--- config.mk ---
export PLATFORM = sky130hd
export DESIGN_NAME = glyph_to_lcd_write_stream_core
export DESIGN_NICKNAME = d
export VERILOG_FILES = /design/src/hw/rtl/glcd_pkg.sv /design/src/hw/rtl/glcd_front.sv /design/src/hw/rtl/glcd_queue.sv /design/src/hw/rtl/glcd_back.sv /design/src/hw/rtl/glyph_to_lcd_write_stream_core.sv
export SDC_FILE = /design/constraint.sdc
export NUM_CORES = 1
export LEC_CHECK = 0
export BUFFER_PORTS_ARGS = -buffer_cell sky130_fd_sc_hd__buf_2
export CAP_MARGIN = 25
export CORE_UTILIZATION = 55
export CTS_CLUSTER_DIAMETER = 200
export DETAILED_ROUTE_END_ITERATION = 16
export PLACE_DENSITY = 0.72
export SLEW_MARGIN = 20
export SYNTH_ARGS = -nofsm -noshare
export SYNTH_HDL_FRONTEND = slang
export SYNTH_SLANG_ARGS = --single-unit
export TNS_END_PERCENT = 100
--- constraint.sdc ---
create_clock -name i_clk -period 13.95 [get_ports i_clk]
set_input_delay 0.6975 -clock i_clk [delete_from_list [all_inputs] [get_ports i_clk]]
set_output_delay 0.6975 -clock i_clk [all_outputs]
set_load 0.01 [all_outputs]
--- src/hw/rtl/glcd_pkg.sv ---
package glcd_pkg;

    // Default depth of the job queue between front and back
    localparam int QUEUE_DEPTH_DEF = 4;

    // Display controller command codes
    localparam logic [15:0] CMD_COL_SET   = 16'h002A;
    localparam logic [15:0] CMD_ROW_SET   = 16'h002B;
    localparam logic [15:0] CMD_MEM_WRITE = 16'h002C;

    // Register reset values
    localparam logic [15:0] FONT_COLOR_RST = 16'hFFFF;
    localparam logic [15:0] BACK_COLOR_RST = 16'h0000;
    localparam logic [7:0]  FONT_SIZE_RST  = 8'd16;

    // Supported glyph heights
    localparam logic [7:0] SIZE_12 = 8'd12;
    localparam logic [7:0] SIZE_16 = 8'd16;
    localparam logic [7:0] SIZE_24 = 8'd24;
    localparam logic [7:0] SIZE_32 = 8'd32;
    localparam logic [7:0] SIZE_48 = 8'd48;

    localparam int CFG_IDX_W = 2;

    typedef enum logic [CFG_IDX_W-1:0] {
        CFG_FONT_COLOR,
        CFG_BACK_COLOR,
        CFG_FONT_SIZE,
        CFG_OVERLAY
    } t_cfg_idx;

    typedef struct packed {
        logic [15:0] font_color;
        logic [15:0] back_color;
        logic [7:0]  font_size;
        logic        overlay_mode;
    } t_cfg;

    typedef enum logic [1:0] {
        JOB_WINDOW,
        JOB_OPAQUE,
        JOB_OVERLAY
    } t_job_kind;

    // One unit of work for the back end
    typedef struct packed {
        t_job_kind   kind;
        logic [15:0] col_first;
        logic [15:0] row_first;
        logic [15:0] col_last;
        logic [15:0] row_last;
        logic [7:0]  bits;      // opaque: pixel bits, overlay: set pixels to draw
        logic [2:0]  last_pix;  // opaque: index of the final pixel
    } t_job;

    // Beat sequence of a window set, plus the colour beat of an overlay pixel
    typedef enum logic [2:0] {
        ST_COL_CMD,
        ST_COL_START,
        ST_COL_END,
        ST_ROW_CMD,
        ST_ROW_START,
        ST_ROW_END,
        ST_MEM_CMD,
        ST_COLOR
    } t_win_step;

endpackage

--- src/hw/rtl/glcd_front.sv ---
module glcd_front (
    input  logic             i_clk,
    input  logic             i_rst_n,
    input  glcd_pkg::t_cfg   i_cfg,
    input  logic             i_valid,
    output logic             o_ready,
    input  logic             i_command,
    input  logic [15:0]      i_x_pos,
    input  logic [15:0]      i_y_pos,
    input  logic [7:0]       i_glyph_bits,
    input  logic             i_q_full,
    output logic             o_push,
    output glcd_pkg::t_job   o_job
);
    import glcd_pkg::*;

    logic [15:0] r_origin_col, n_origin_col;
    logic [15:0] r_pen_col, n_pen_col;
    logic [15:0] r_pen_row, n_pen_row;
    logic [6:0]  r_pix, n_pix;

    logic [6:0]  width;
    logic        supported;
    logic [7:0]  cnt;
    logic [6:0]  rem;
    logic [3:0]  take;
    logic        row_end;
    logic [7:0]  pix_mask;
    logic [7:0]  set_bits;
    logic        accept;
    logic        emit;

    assign o_ready = !i_q_full;
    assign accept  = i_valid && o_ready;
    assign o_push  = accept && emit;

    // Classify the item and work out how many pixels of this byte land in the row
    always_comb begin
        width     = i_cfg.font_size[7:1];
        supported = (i_cfg.font_size == SIZE_12) || (i_cfg.font_size == SIZE_16) ||
                    (i_cfg.font_size == SIZE_24) || (i_cfg.font_size == SIZE_32) ||
                    (i_cfg.font_size == SIZE_48);
        cnt = {1'b0, r_pix} + 8'd1;
        rem = width - r_pix;
        if (cnt >= {1'b0, width}) begin
            take    = 4'd1;
            row_end = 1'b1;
        end else if (rem <= 7'd8) begin
            take    = rem[3:0];
            row_end = 1'b1;
        end else begin
            take    = 4'd8;
            row_end = 1'b0;
        end
        pix_mask = 8'hFF >> (4'd8 - take);
        set_bits = i_glyph_bits & pix_mask;

        o_job.kind      = JOB_WINDOW;
        o_job.col_first = i_x_pos;
        o_job.row_first = i_y_pos;
        o_job.col_last  = 16'(i_x_pos + {9'b0, width} - 16'd1);
        o_job.row_last  = 16'(i_y_pos + {8'b0, i_cfg.font_size} - 16'd1);
        o_job.bits      = i_glyph_bits;
        o_job.last_pix  = 3'(take - 4'd1);
        emit            = 1'b0;

        n_origin_col = r_origin_col;
        n_pen_col    = r_pen_col;
        n_pen_row    = r_pen_row;
        n_pix        = r_pix;

        if (!i_command) begin
            emit         = 1'b1;
            n_origin_col = i_x_pos;
            n_pen_col    = i_x_pos;
            n_pen_row    = i_y_pos;
            n_pix        = '0;
        end else if (supported) begin
            o_job.col_first = r_pen_col;
            o_job.row_first = r_pen_row;
            if (i_cfg.overlay_mode) begin
                o_job.kind = JOB_OVERLAY;
                o_job.bits = set_bits;
                emit       = (set_bits != 8'd0);
            end else begin
                o_job.kind = JOB_OPAQUE;
                emit       = 1'b1;
            end
            // Advance the pen; a finished row returns to the origin column
            if (row_end) begin
                n_pen_col = r_origin_col;
                n_pen_row = r_pen_row + 16'd1;
                n_pix     = '0;
            end else begin
                n_pen_col = r_pen_col + 16'd8;
                n_pix     = r_pix + 7'd8;
            end
        end
    end

    // Hold the pen state between beats
    always_ff @(posedge i_clk) begin
        if (!i_rst_n) begin
            r_origin_col <= '0;
            r_pen_col    <= '0;
            r_pen_row    <= '0;
            r_pix        <= '0;
        end else if (accept) begin
            r_origin_col <= n_origin_col;
            r_pen_col    <= n_pen_col;
            r_pen_row    <= n_pen_row;
            r_pix        <= n_pix;
        end
    end

endmodule

--- src/hw/rtl/glcd_queue.sv ---
module glcd_queue #(
    parameter int DEPTH = glcd_pkg::QUEUE_DEPTH_DEF
) (
    input  logic             i_clk,
    input  logic             i_rst_n,
    input  logic             i_push,
    input  glcd_pkg::t_job   i_job,
    input  logic             i_pop,
    output logic             o_valid,
    output logic             o_full,
    output glcd_pkg::t_job   o_job
);
    import glcd_pkg::*;

    localparam int AW = (DEPTH > 1) ? $clog2(DEPTH) : 1;
    localparam int CW = $clog2(DEPTH + 1);

    t_job            r_mem [DEPTH];
    logic [AW-1:0]   r_wr, n_wr;
    logic [AW-1:0]   r_rd, n_rd;
    logic [CW-1:0]   r_count, n_count;

    assign o_valid = (r_count != '0);
    assign o_full  = (r_count == CW'(DEPTH));
    assign o_job   = r_mem[r_rd];

    // Advance pointers with wrap at the depth
    always_comb begin
        n_wr    = r_wr;
        n_rd    = r_rd;
        n_count = r_count;
        if (i_push) begin
            n_wr = (r_wr == AW'(DEPTH - 1)) ? '0 : r_wr + 1'b1;
        end
        if (i_pop) begin
            n_rd = (r_rd == AW'(DEPTH - 1)) ? '0 : r_rd + 1'b1;
        end
        if (i_push && !i_pop) begin
            n_count = r_count + 1'b1;
        end else if (!i_push && i_pop) begin
            n_count = r_count - 1'b1;
        end
    end

    always_ff @(posedge i_clk) begin
        if (!i_rst_n) begin
            r_wr    <= '0;
            r_rd    <= '0;
            r_count <= '0;
        end else begin
            r_wr    <= n_wr;
            r_rd    <= n_rd;
            r_count <= n_count;
        end
    end

    // Store jobs
    always_ff @(posedge i_clk) begin
        if (i_push) begin
            r_mem[r_wr] <= i_job;
        end
    end

endmodule

--- src/hw/rtl/glcd_back.sv ---
module glcd_back (
    input  logic             i_clk,
    input  logic             i_rst_n,
    input  glcd_pkg::t_cfg   i_cfg,
    input  logic             i_job_valid,
    input  glcd_pkg::t_job   i_job,
    output logic             o_pop,
    output logic             o_valid,
    input  logic             i_ready,
    output logic [15:0]      o_word,
    output logic             o_is_command,
    output logic             o_last
);
    import glcd_pkg::*;

    t_win_step   r_step, n_step;
    logic [2:0]  r_pix, n_pix;
    logic [7:0]  r_taken, n_taken;
    logic        r_valid, n_valid;
    logic [15:0] r_word, n_word;
    logic        r_cmd, n_cmd;
    logic        r_last, n_last;

    logic [7:0]  remain;
    logic [7:0]  pick;
    logic [2:0]  idx;
    logic [15:0] ov_col;
    logic [15:0] c1, c2, r1, r2;
    logic        advance;
    logic        emit;
    logic        beat_cmd;
    logic [15:0] beat_word;
    logic        job_last;

    assign o_valid      = r_valid;
    assign o_word       = r_word;
    assign o_is_command = r_cmd;
    assign o_last       = r_last;

    assign advance = !r_valid || i_ready;
    assign emit    = advance && i_job_valid;
    assign o_pop   = emit && job_last;

    // Build the next beat of the head job
    always_comb begin
        remain = i_job.bits & ~r_taken;
        pick   = remain & (~remain + 8'd1);
        idx    = '0;
        for (int i = 0; i < 8; i++) begin
            if (pick[i]) begin
                idx = 3'(i);
            end
        end
        ov_col = i_job.col_first + {13'b0, idx};

        if (i_job.kind == JOB_OVERLAY) begin
            c1 = ov_col;
            c2 = ov_col;
            r1 = i_job.row_first;
            r2 = i_job.row_first;
        end else begin
            c1 = i_job.col_first;
            c2 = i_job.col_last;
            r1 = i_job.row_first;
            r2 = i_job.row_last;
        end

        unique case (r_step)
            ST_COL_CMD:   begin beat_cmd = 1'b1; beat_word = CMD_COL_SET;   end
            ST_COL_START: begin beat_cmd = 1'b0; beat_word = c1;            end
            ST_COL_END:   begin beat_cmd = 1'b0; beat_word = c2;            end
            ST_ROW_CMD:   begin beat_cmd = 1'b1; beat_word = CMD_ROW_SET;   end
            ST_ROW_START: begin beat_cmd = 1'b0; beat_word = r1;            end
            ST_ROW_END:   begin beat_cmd = 1'b0; beat_word = r2;            end
            ST_MEM_CMD:   begin beat_cmd = 1'b1; beat_word = CMD_MEM_WRITE; end
            ST_COLOR:     begin beat_cmd = 1'b0; beat_word = i_cfg.font_color; end
        endcase

        n_step  = r_step;
        n_pix   = r_pix;
        n_taken = r_taken;

        unique case (i_job.kind)
            JOB_WINDOW: begin
                job_last = (r_step == ST_MEM_CMD);
                n_step   = t_win_step'(r_step + 3'd1);
            end
            JOB_OPAQUE: begin
                beat_cmd  = 1'b0;
                beat_word = i_job.bits[r_pix] ? i_cfg.font_color : i_cfg.back_color;
                job_last  = (r_pix == i_job.last_pix);
                n_pix     = r_pix + 3'd1;
            end
            JOB_OVERLAY: begin
                job_last = (r_step == ST_COLOR) && ((remain & ~pick) == 8'd0);
                if (r_step == ST_COLOR) begin
                    n_step  = ST_COL_CMD;
                    n_taken = r_taken | pick;
                end else begin
                    n_step = t_win_step'(r_step + 3'd1);
                end
            end
            default: begin
                job_last = 1'b1;
            end
        endcase

        // Drop per-job progress once the final beat leaves
        if (job_last) begin
            n_step  = ST_COL_CMD;
            n_pix   = '0;
            n_taken = '0;
        end

        n_valid = r_valid;
        n_word  = r_word;
        n_cmd   = r_cmd;
        n_last  = r_last;
        if (advance) begin
            n_valid = i_job_valid;
            n_word  = beat_word;
            n_cmd   = beat_cmd;
            n_last  = job_last;
        end
    end

    // Advance the sequencer only on an issued beat
    always_ff @(posedge i_clk) begin
        if (!i_rst_n) begin
            r_step  <= ST_COL_CMD;
            r_pix   <= '0;
            r_taken <= '0;
            r_valid <= 1'b0;
        end else begin
            r_valid <= n_valid;
            if (emit) begin
                r_step  <= n_step;
                r_pix   <= n_pix;
                r_taken <= n_taken;
            end
        end
    end

    // Output beat payload
    always_ff @(posedge i_clk) begin
        r_word <= n_word;
        r_cmd  <= n_cmd;
        r_last <= n_last;
    end

endmodule

--- src/hw/rtl/glyph_to_lcd_write_stream_core.sv ---
// Glyph to display write stream. A start beat (tuser 0) opens a character
// window at its origin: seven writes (column command, x, x+w-1, row command,
// y, y+h-1, memory-write command), with h the font size and w half of it.
// Each glyph byte beat (tuser 1) is expanded least significant bit first
// until the byte or the pixel row runs out: opaque mode gives one colour
// write per pixel, overlay mode gives a one-pixel window plus a colour write
// per set pixel. Glyph bytes under an unsupported font size give no writes.
// Rate: the output side carries one write per cycle while i_m_tready is high.
// A byte gives up to 8 writes in opaque mode, 8 per set pixel in overlay mode,
// and a start item gives 7. The input side takes one beat per cycle while the
// QUEUE_DEPTH-entry job queue has room. Configuration is to be written by the
// user only while the block is idle (not enforced); o_cfg_ready is always high.
module glyph_to_lcd_write_stream_core #(
    parameter int QUEUE_DEPTH = glcd_pkg::QUEUE_DEPTH_DEF
) (
    input  logic                          i_clk,
    input  logic                          i_rst_n,
    // Input items
    input  logic                          i_s_tvalid,
    output logic                          o_s_tready,
    input  logic [39:0]                   i_s_tdata,   // x_pos[15:0], y_pos[31:16], glyph_bits[39:32]
    input  logic                          i_s_tuser,   // command[0]
    // Bus writes
    output logic                          o_m_tvalid,
    input  logic                          i_m_tready,
    output logic [15:0]                   o_m_tdata,   // bus_word[15:0]
    output logic                          o_m_tuser,   // is_command[0]
    output logic                          o_m_tlast,
    // Register writes
    input  logic                          i_cfg_valid,
    output logic                          o_cfg_ready,
    input  logic [glcd_pkg::CFG_IDX_W-1:0] i_cfg_index,
    input  logic [15:0]                   i_cfg_data
);
    import glcd_pkg::*;

    t_cfg  r_cfg;
    t_job  front_job;
    t_job  head_job;
    logic  q_push;
    logic  q_pop;
    logic  q_valid;
    logic  q_full;

    assign o_cfg_ready = 1'b1;

    // Register file writes
    always_ff @(posedge i_clk) begin
        if (!i_rst_n) begin
            r_cfg.font_color   <= FONT_COLOR_RST;
            r_cfg.back_color   <= BACK_COLOR_RST;
            r_cfg.font_size    <= FONT_SIZE_RST;
            r_cfg.overlay_mode <= 1'b0;
        end else if (i_cfg_valid) begin
            unique case (t_cfg_idx'(i_cfg_index))
                CFG_FONT_COLOR: r_cfg.font_color   <= i_cfg_data;
                CFG_BACK_COLOR: r_cfg.back_color   <= i_cfg_data;
                CFG_FONT_SIZE:  r_cfg.font_size    <= i_cfg_data[7:0];
                CFG_OVERLAY:    r_cfg.overlay_mode <= i_cfg_data[0];
            endcase
        end
    end

    glcd_front u_front (
        .i_clk        (i_clk),
        .i_rst_n      (i_rst_n),
        .i_cfg        (r_cfg),
        .i_valid      (i_s_tvalid),
        .o_ready      (o_s_tready),
        .i_command    (i_s_tuser),
        .i_x_pos      (i_s_tdata[15:0]),
        .i_y_pos      (i_s_tdata[31:16]),
        .i_glyph_bits (i_s_tdata[39:32]),
        .i_q_full     (q_full),
        .o_push       (q_push),
        .o_job        (front_job)
    );

    glcd_queue #(
        .DEPTH (QUEUE_DEPTH)
    ) u_queue (
        .i_clk   (i_clk),
        .i_rst_n (i_rst_n),
        .i_push  (q_push),
        .i_job   (front_job),
        .i_pop   (q_pop),
        .o_valid (q_valid),
        .o_full  (q_full),
        .o_job   (head_job)
    );

    glcd_back u_back (
        .i_clk        (i_clk),
        .i_rst_n      (i_rst_n),
        .i_cfg        (r_cfg),
        .i_job_valid  (q_valid),
        .i_job        (head_job),
        .o_pop        (q_pop),
        .o_valid      (o_m_tvalid),
        .i_ready      (i_m_tready),
        .o_word       (o_m_tdata),
        .o_is_command (o_m_tuser),
        .o_last       (o_m_tlast)
    );

`ifndef SYNTH
    // A command beat that closes an item is always the memory-write command
    a_last_cmd_is_mem_write: assert property (@(posedge i_clk) disable iff (!i_rst_n)
        o_m_tvalid && o_m_tlast && o_m_tuser |-> o_m_tdata == CMD_MEM_WRITE)
        else $error("last command beat is not memory write");

    // Back pressure on the input only when the back end has queued work
    a_stall_has_work: assert property (@(posedge i_clk) disable iff (!i_rst_n)
        !o_s_tready |-> q_valid)
        else $error("input stalled with empty job queue");

    // Reset empties the output stage
    a_reset_clears_out: assert property (@(posedge i_clk)
        !i_rst_n |=> !o_m_tvalid)
        else $error("output valid after reset");
`endif

endmodule

==> results.py, run 1 <==
metrics = {
    "outcome": {
        "status": "complete, no violations",
    },
    "layout": {
        "finalInstanceArea_um2": 23900,
        "fillers": 2815,
        "utilization_pct": 62.9,
        "area_growth_pct": 11.6,
        "final_common_cell": "edfxtp_1",
        "diodes": 0,
        "regArea_um2": 12100,
        "finalNetCount": 1911,
        "drive_above_1_share_pct": 17.6,
        "multi_input_area_um2": 8470,
        "final_cell_mix": "edfxtp_1 (326), nand2_1 (160), dfxtp_1 (115), inv_1 (105), nor2_1 (85)",
    },
    "sta": {
        "fmax_ghz": 0.161,
        "fin_tns_setup_ns": 0,
        "setup_viol": 0,
        "period_needed_ns": 6.20,
        "skew_ns": 0.0132,
        "slew_headroom_pct": 35.3,
        "worst_slew_pin_slew_ns": 0.951,
        "finalHoldViolCount": 0,
        "fin_crit_sh_pct": 44.5,
        "rsz0062_at_grt": "false",
        "slew_violations": 0,
    },
    "worst_setup_path": {
        "criticalPathCategory": "reg -> reg",
        "cp_max_fo": 52,
        "worstSetupEndpointType": "register",
        "required_ns": 14.14,
        "worstPathArrival_ns": 6.40,
        "worstRegToRegCells": 15,
        "setup.worst_path.start_class": "register",
    },
    "hold_path": {
        "hold_path_class": "in -> reg",
        "min_path_cells": 3,
    },
    "floorplan": {
        "dieHeight_um": 199,
        "dieArea_um2": 39600,
        "die_w_um": 199,
        "initial_utilization_pct": 56.3,
        "ios": 85,
        "core_area_um2": 37900,
        "rows": 71,
    },
    "clock_network": {
        "insertion_delay_ns": 0.57,
        "root_buffer": "clkbuf_16",
        "h-tree-depth": 2,
        "postCtsSetupBuffers": 0,
        "ctsHoldBuffers": 0,
        "clock_sink_count": 443,
        "cts.clk_slew.worst_paths_ns": 0.06,
        "clk_path_buf_depth": 3,
        "cts_resized": 0,
        "cts_made_buffers": 46,
        "cts_tree": "built",
    },
    "yosys": {
        "synth_top_family_by_area": "multiplexers",
        "synth_xor_area_share_pct": 2.34,
        "synth_area_leader_cell": "edfxtp_1",
        "ys_ff_latch": 443,
        "synthDistinctLibCells": 85,
        "syn-instance-count": 1697,
        "synth_compound_area_share_pct": 10.6,
        "ys_seq_area_share_pct": 56.8,
        "synthSimpleGateAreaFrac_pct": 9.75,
        "synth_flop_cell": "edfxtp_1",
        "yosysWarnings": 0,
        "synthTopCellsByArea": "edfxtp_1 (46%), dfxtp_1 (11%), mux4_2 (7.6%), ha_1 (4.3%), nand2_1 (2.8%)",
        "synth_nets": 1838,
        "synth_area_um2": 21400,
        "synth_top_area_share_pct": 45.8,
        "synth-async-reset-ratio_pct": 0,
        "synth-edff-count": 326,
        "synth_fa_ha_area_share_pct": 4.70,
        "synth_mux_area_share_pct": 12.1,
        "synth.avg_cell_area_um2": 12.6,
    },
    "detailed_routing": {
        "antenna_left": 0,
        "drc": 0,
        "vias": 14531,
        "totalWireLength_um": 54400,
        "drtPass1Iterations": 7,
        "avgRoutedWirePerCell_um": 23.5,
        "drt_iter0_drc": 1328,
        "vias_per_cell": 6.27,
    },
    "power_and_ir_drop": {
        "p_per_area_nw_per_um2": 173,
        "finalPower_mw": 4.12,
        "ir_drop_v": 0.0000978,
        "power.leakage_nw": 8.66,
    },
    "job": {
        "drv_cap": 0,
    },
    "placement": {
        "dpl_cell_area_um2": 22300,
        "port_buffers": 83,
        "place_congestion": 0.889,
        "hpwl_um": 37000,
    },
    "grt": {
        "first_global_vias": 13793,
        "gr-total-overflow": 0,
        "grt_usage_pct": 28.1,
        "grt_start_max_net_pins": 59,
        "grt_pass1_wl_um": 82400,
        "antenna_found_initial": 0,
    },
}
area by class of cell:
class,instances,area share (%)
Multi-Input combinational cell,1062,35.5
Clock inverter,25,1.22
Tap cell,511,2.68
Sequential cell,443,50.9
Clock buffer,60,5.40
Timing Repair Buffer,109,2.61
Inverter,108,1.70
state kept, by name, indices dropped and copies added (netlist names), 3 cells and up, named ones only:
| signal | cells |
|---|---|
| u_queue.r_mem | 308 |
| r_cfg | 41 |
| u_back.o_word | 16 |
| u_front.r_origin_col | 16 |
| u_front.r_pen_col | 16 |
| u_front.r_pen_row | 16 |
| u_back.r_taken | 8 |
| u_front.r_pix | 4 |
| u_back.r_pix | 3 |
| u_back.r_step | 3 |
| u_queue.r_count | 3 |
cell families (layout without fill, tap and decap cells):
| group | Yosys count | after routing |
|---|---|---|
| and+or+nand+nor | 441 | 441 |
| AOI/OAI and AO/OA | 333 | 333 |
| other | 2 | 2 |
| DFF | 443 | 443 |
| muxes | 151 | 151 |
| adders and majority gates | 78 | 78 |
| buffers and inverters | 192 | 302 |
| xor gates and xnor gates | 57 | 57 |
critical path, cell delays in order, from the launching register on:
cell	delay [ns]
dfxtp_1	0.38
inv_1	0.12
ha_1	0.42
o21a_1	0.24
or3_1	0.30
a221oi_1	0.46
nand3_1	0.65
or3_1	0.57
ha_1	0.34
inv_1	0.15
a21oi_1	0.10
a21boi_0	0.13
a311o_1	0.36
a21oi_2	0.38
and2_4	0.48
buf_4	0.69
Yosys cell counts (all sizes together), types with 6 or more instances:
cell type    n
nor2        86
inv        107
a222oi       7
a21boi       6
mux2        32
mux4        79
xor2        25
a221oi      12
nor2b       18
nand3       59
a2111oi      8
a221o        6
ha          73
o22ai       19
a21o        10
clkbuf      60
a21oi       87
nor3        22
mux2i       40
dfxtp      117
a211oi       8
edfxtp     326
xnor2       32
nand2      162
or3         16
and2        13
buf         24
a31oi       20
o21a        13
nand2b      11
a22oi       17
and3        20
o21ai       57
nand4       12
o211ai      19
metrics by stage:
| stage | hold WS [ns] | setup WS [ns] | instances |
|---|---|---|---|
| 2_1_floorplan | 0.436 | 7.92 | 1697 |
| 3_3_place_gp | 0.443 | 8.10 | 2231 |
| 3_5_place_dp | 0.449 | 7.91 | 2233 |
| 4_1_cts | 0.339 | 7.87 | 2318 |
| 5_1_grt | 0.367 | 7.44 | 2318 |
| 6_report | 0.359 | 7.75 | 2318 |
report_power, final:
group	switching (mW)	internal (mW)
registers	0.0899	1.62
clock network	0.509	0.764
logic	0.691	0.449
final timing paths:
path	startpoint	endpoint	slack, ns
max	r_cfg[5]$_SDFFE_PN1P_	u_queue.r_mem[0][44]$_DFFE_PP_	7.75
min	i_cfg_data[15]	r_cfg[40]$_SDFFE_PN1P_	0.36
max reg2reg	r_cfg[5]$_SDFFE_PN1P_	u_queue.r_mem[0][44]$_DFFE_PP_	7.75
min reg2reg	r_cfg[24]$_SDFFE_PN0P_	r_cfg[24]$_SDFFE_PN0P_	0.46
routing by layer:
layer | share of wire [%] | vias up | track usage (%)
met5 | 0 | - | 0
met4 | 2.5 | 0 | 8.97
met3 | 8.3 | 94 | 4.08
met2 | 47 | 688 | 44.1
met1 | 42 | 7205 | 40.4
li1 | - | 6544 | -
Power figures use the tool's default switching activity.
==> inputs of run 2 (changes only) <==
==> constraint.sdc (replaced) <==
create_clock -name i_clk -period 6.37 [get_ports i_clk]
set_input_delay 0.3185 -clock i_clk [delete_from_list [all_inputs] [get_ports i_clk]]
set_output_delay 0.3185 -clock i_clk [all_outputs]
set_load 0.01 [all_outputs]
==> results.py, run 2 (same netlist as run 1, synthesis figures left out) <==
metrics = {
    "grt": {
        "first_global_vias": 14016,
        "grt_usage_pct": 28.6,
        "gr-total-overflow": 0,
        "antenna_found_initial": 0,
        "grt_start_max_net_pins": 59,
        "grt_pass1_wl_um": 83500,
    },
    "layout": {
        "drive_above_1_share_pct": 17.7,
        "top_regs": "u_queue.r_mem (308), r_cfg (41)",
        "final_common_cell": "edfxtp_1",
        "finalNetCount": 1922,
        "largest_reg_flops": 308,
        "top_register": "u_queue.r_mem",
        "diodes": 0,
        "final_cell_mix": "edfxtp_1 (326), nand2_1 (160), dfxtp_1 (115), inv_1 (105)",
        "area_growth_pct": 12.4,
    },
    "floorplan": {
        "initial_utilization_pct": 56.3,
        "ios": 85,
        "die_w_um": 199,
        "core_area_um2": 37900,
        "dieArea_um2": 39600,
        "rows": 71,
        "dieHeight_um": 199,
    },
    "sta": {
        "slew_headroom_pct": 35.5,
        "period_needed_ns": 5.51,
        "worst_slew_pin_slew_ns": 0.948,
        "finalHoldViolCount": 0,
        "slew_violations": 0,
        "fin_tns_setup_ns": 0,
        "fmax_ghz": 0.182,
        "skew_ns": 0.0144,
        "rsz0062_at_grt": "false",
        "fin_crit_sh_pct": 86.5,
        "setup_viol": 0,
        "holdWs_ns": 0.0236,
    },
    "clock_network": {
        "cts_made_buffers": 47,
        "cts_tree": "built",
        "clk_path_buf_depth": 3,
        "insertion_delay_ns": 0.59,
        "root_buffer": "clkbuf_16",
        "clock_sink_count": 443,
        "cts.clk_slew.worst_paths_ns": 0.06,
        "h-tree-depth": 2,
    },
    "detailed_routing": {
        "drc": 0,
        "vias": 14595,
        "vias_per_cell": 6.26,
        "avgRoutedWirePerCell_um": 23.8,
        "drt_iter0_drc": 1413,
        "drtPass1Iterations": 8,
        "antenna_left": 0,
        "totalWireLength_um": 55400,
    },
    "hold_path": {
        "hold_path_class": "in -> reg",
        "min_path_cells": 3,
    },
    "power_and_ir_drop": {
        "power.share.clock_pct": 31.2,
        "switching_share_pct": 31.6,
        "switching_power_mw": 2.88,
        "comb_power_share_pct": 27.8,
        "power.leakage_nw": 8.72,
        "p_per_area_nw_per_um2": 380,
        "ir_drop_v": 0.000211,
        "seqPwrFrac_pct": 41.0,
        "intPower_mw": 6.24,
    },
    "worst_setup_path": {
        "cp_max_fo": 17,
        "worstPathArrival_ns": 6.02,
        "setup.worst_path.start_class": "register",
        "required_ns": 6.88,
        "worstRegToRegCells": 20,
        "criticalPathCategory": "reg -> reg",
        "worstSetupEndpointType": "register",
    },
    "job": {
        "drv_cap": 0,
    },
    "placement": {
        "hpwl_um": 37700,
        "place_congestion": 0.901,
        "port_buffers": 83,
    },
    "outcome": {
        "status": "complete, no violations",
    },
}
## run 2: power groups by stage
stage	Clock, mW	Combinational [mW]	Sequential (mW)
2_1_floorplan	0	1.78	3.73
3_3_place_gp	0	2.45	3.77
3_5_place_dp	0	2.49	3.79
4_1_cts	2.88	2.51	3.74
5_1_grt	2.98	2.73	3.77
6_report	2.85	2.54	3.74
## run 2: worst paths after layout
kind                                          end  slack [ns]              startpoint
min reg2reg                r_cfg[11]$_SDFFE_PN0P_        0.46  r_cfg[11]$_SDFFE_PN0P_
max               u_queue.r_count[2]$_SDFFE_PN0P_        0.86   r_cfg[5]$_SDFFE_PN1P_
min          u_front.r_origin_col[1]$_SDFFE_PN0P_        0.02            i_s_tdata[1]
max reg2reg       u_queue.r_count[2]$_SDFFE_PN0P_        0.86   r_cfg[5]$_SDFFE_PN1P_
## run 2: critical path: stages, from the launching register on
cell and delay, ns:
dfxtp_1 0.38, inv_1 0.12, ha_1 0.40, o21a_1 0.22
or3_1 0.31, a221oi_1 0.42, nand3_1 0.11, buf_4 0.22
or3_1 0.37, ha_1 0.33, inv_1 0.16, a21oi_1 0.12
a21boi_0 0.15, a311o_1 0.36, a21oi_2 0.38, ha_1 0.29
inv_1 0.07, fa_1 0.38, xor2_1 0.18, or3_1 0.31
a21oi_1 0.14
## run 2: through the flow
stage / setup WS (ns) / power, mW / instance area [µm²] / utilization [%] / cells
2_1_floorplan: 0.336 / 5.51 / 21400 / - / 1697
3_3_place_gp: 1.16 / 6.22 / 22300 / 58.7 / 2232
3_5_place_dp: 1.03 / 6.27 / 22300 / 58.8 / 2233
4_1_cts: 0.937 / 9.12 / 24000 / 63.3 / 2329
5_1_grt: 0.478 / 9.48 / 24000 / 63.3 / 2330
6_report: 0.863 / 9.12 / 24000 / 63.3 / 2330
## run 2: layout make-up
cell class              instances  area [µm²]
inverters                     108         405
repair buffers                119         737
well taps                     511         639
fillers                      2820       13900
clock inverters                28         338
flip-flops and latches        443       12100
clock buffers                  59        1270
multi-input cells            1062        8480
## run 2: metal layers
layer	vias up	GRT usage (%)	wire [µm]
li1	6589	-	-
met1	7216	41.7	23400
met2	702	43.9	25500
met3	88	3.98	4900
met4	0	10.4	1590
met5	-	0	0
## run 2: what timing repair did
item	in CTS	in global routing
gates resized for setup	0	0
setup endpoints to repair	0	0
hold buffers	9	0
buffers inserted	0	0
hold endpoints to repair	16	0
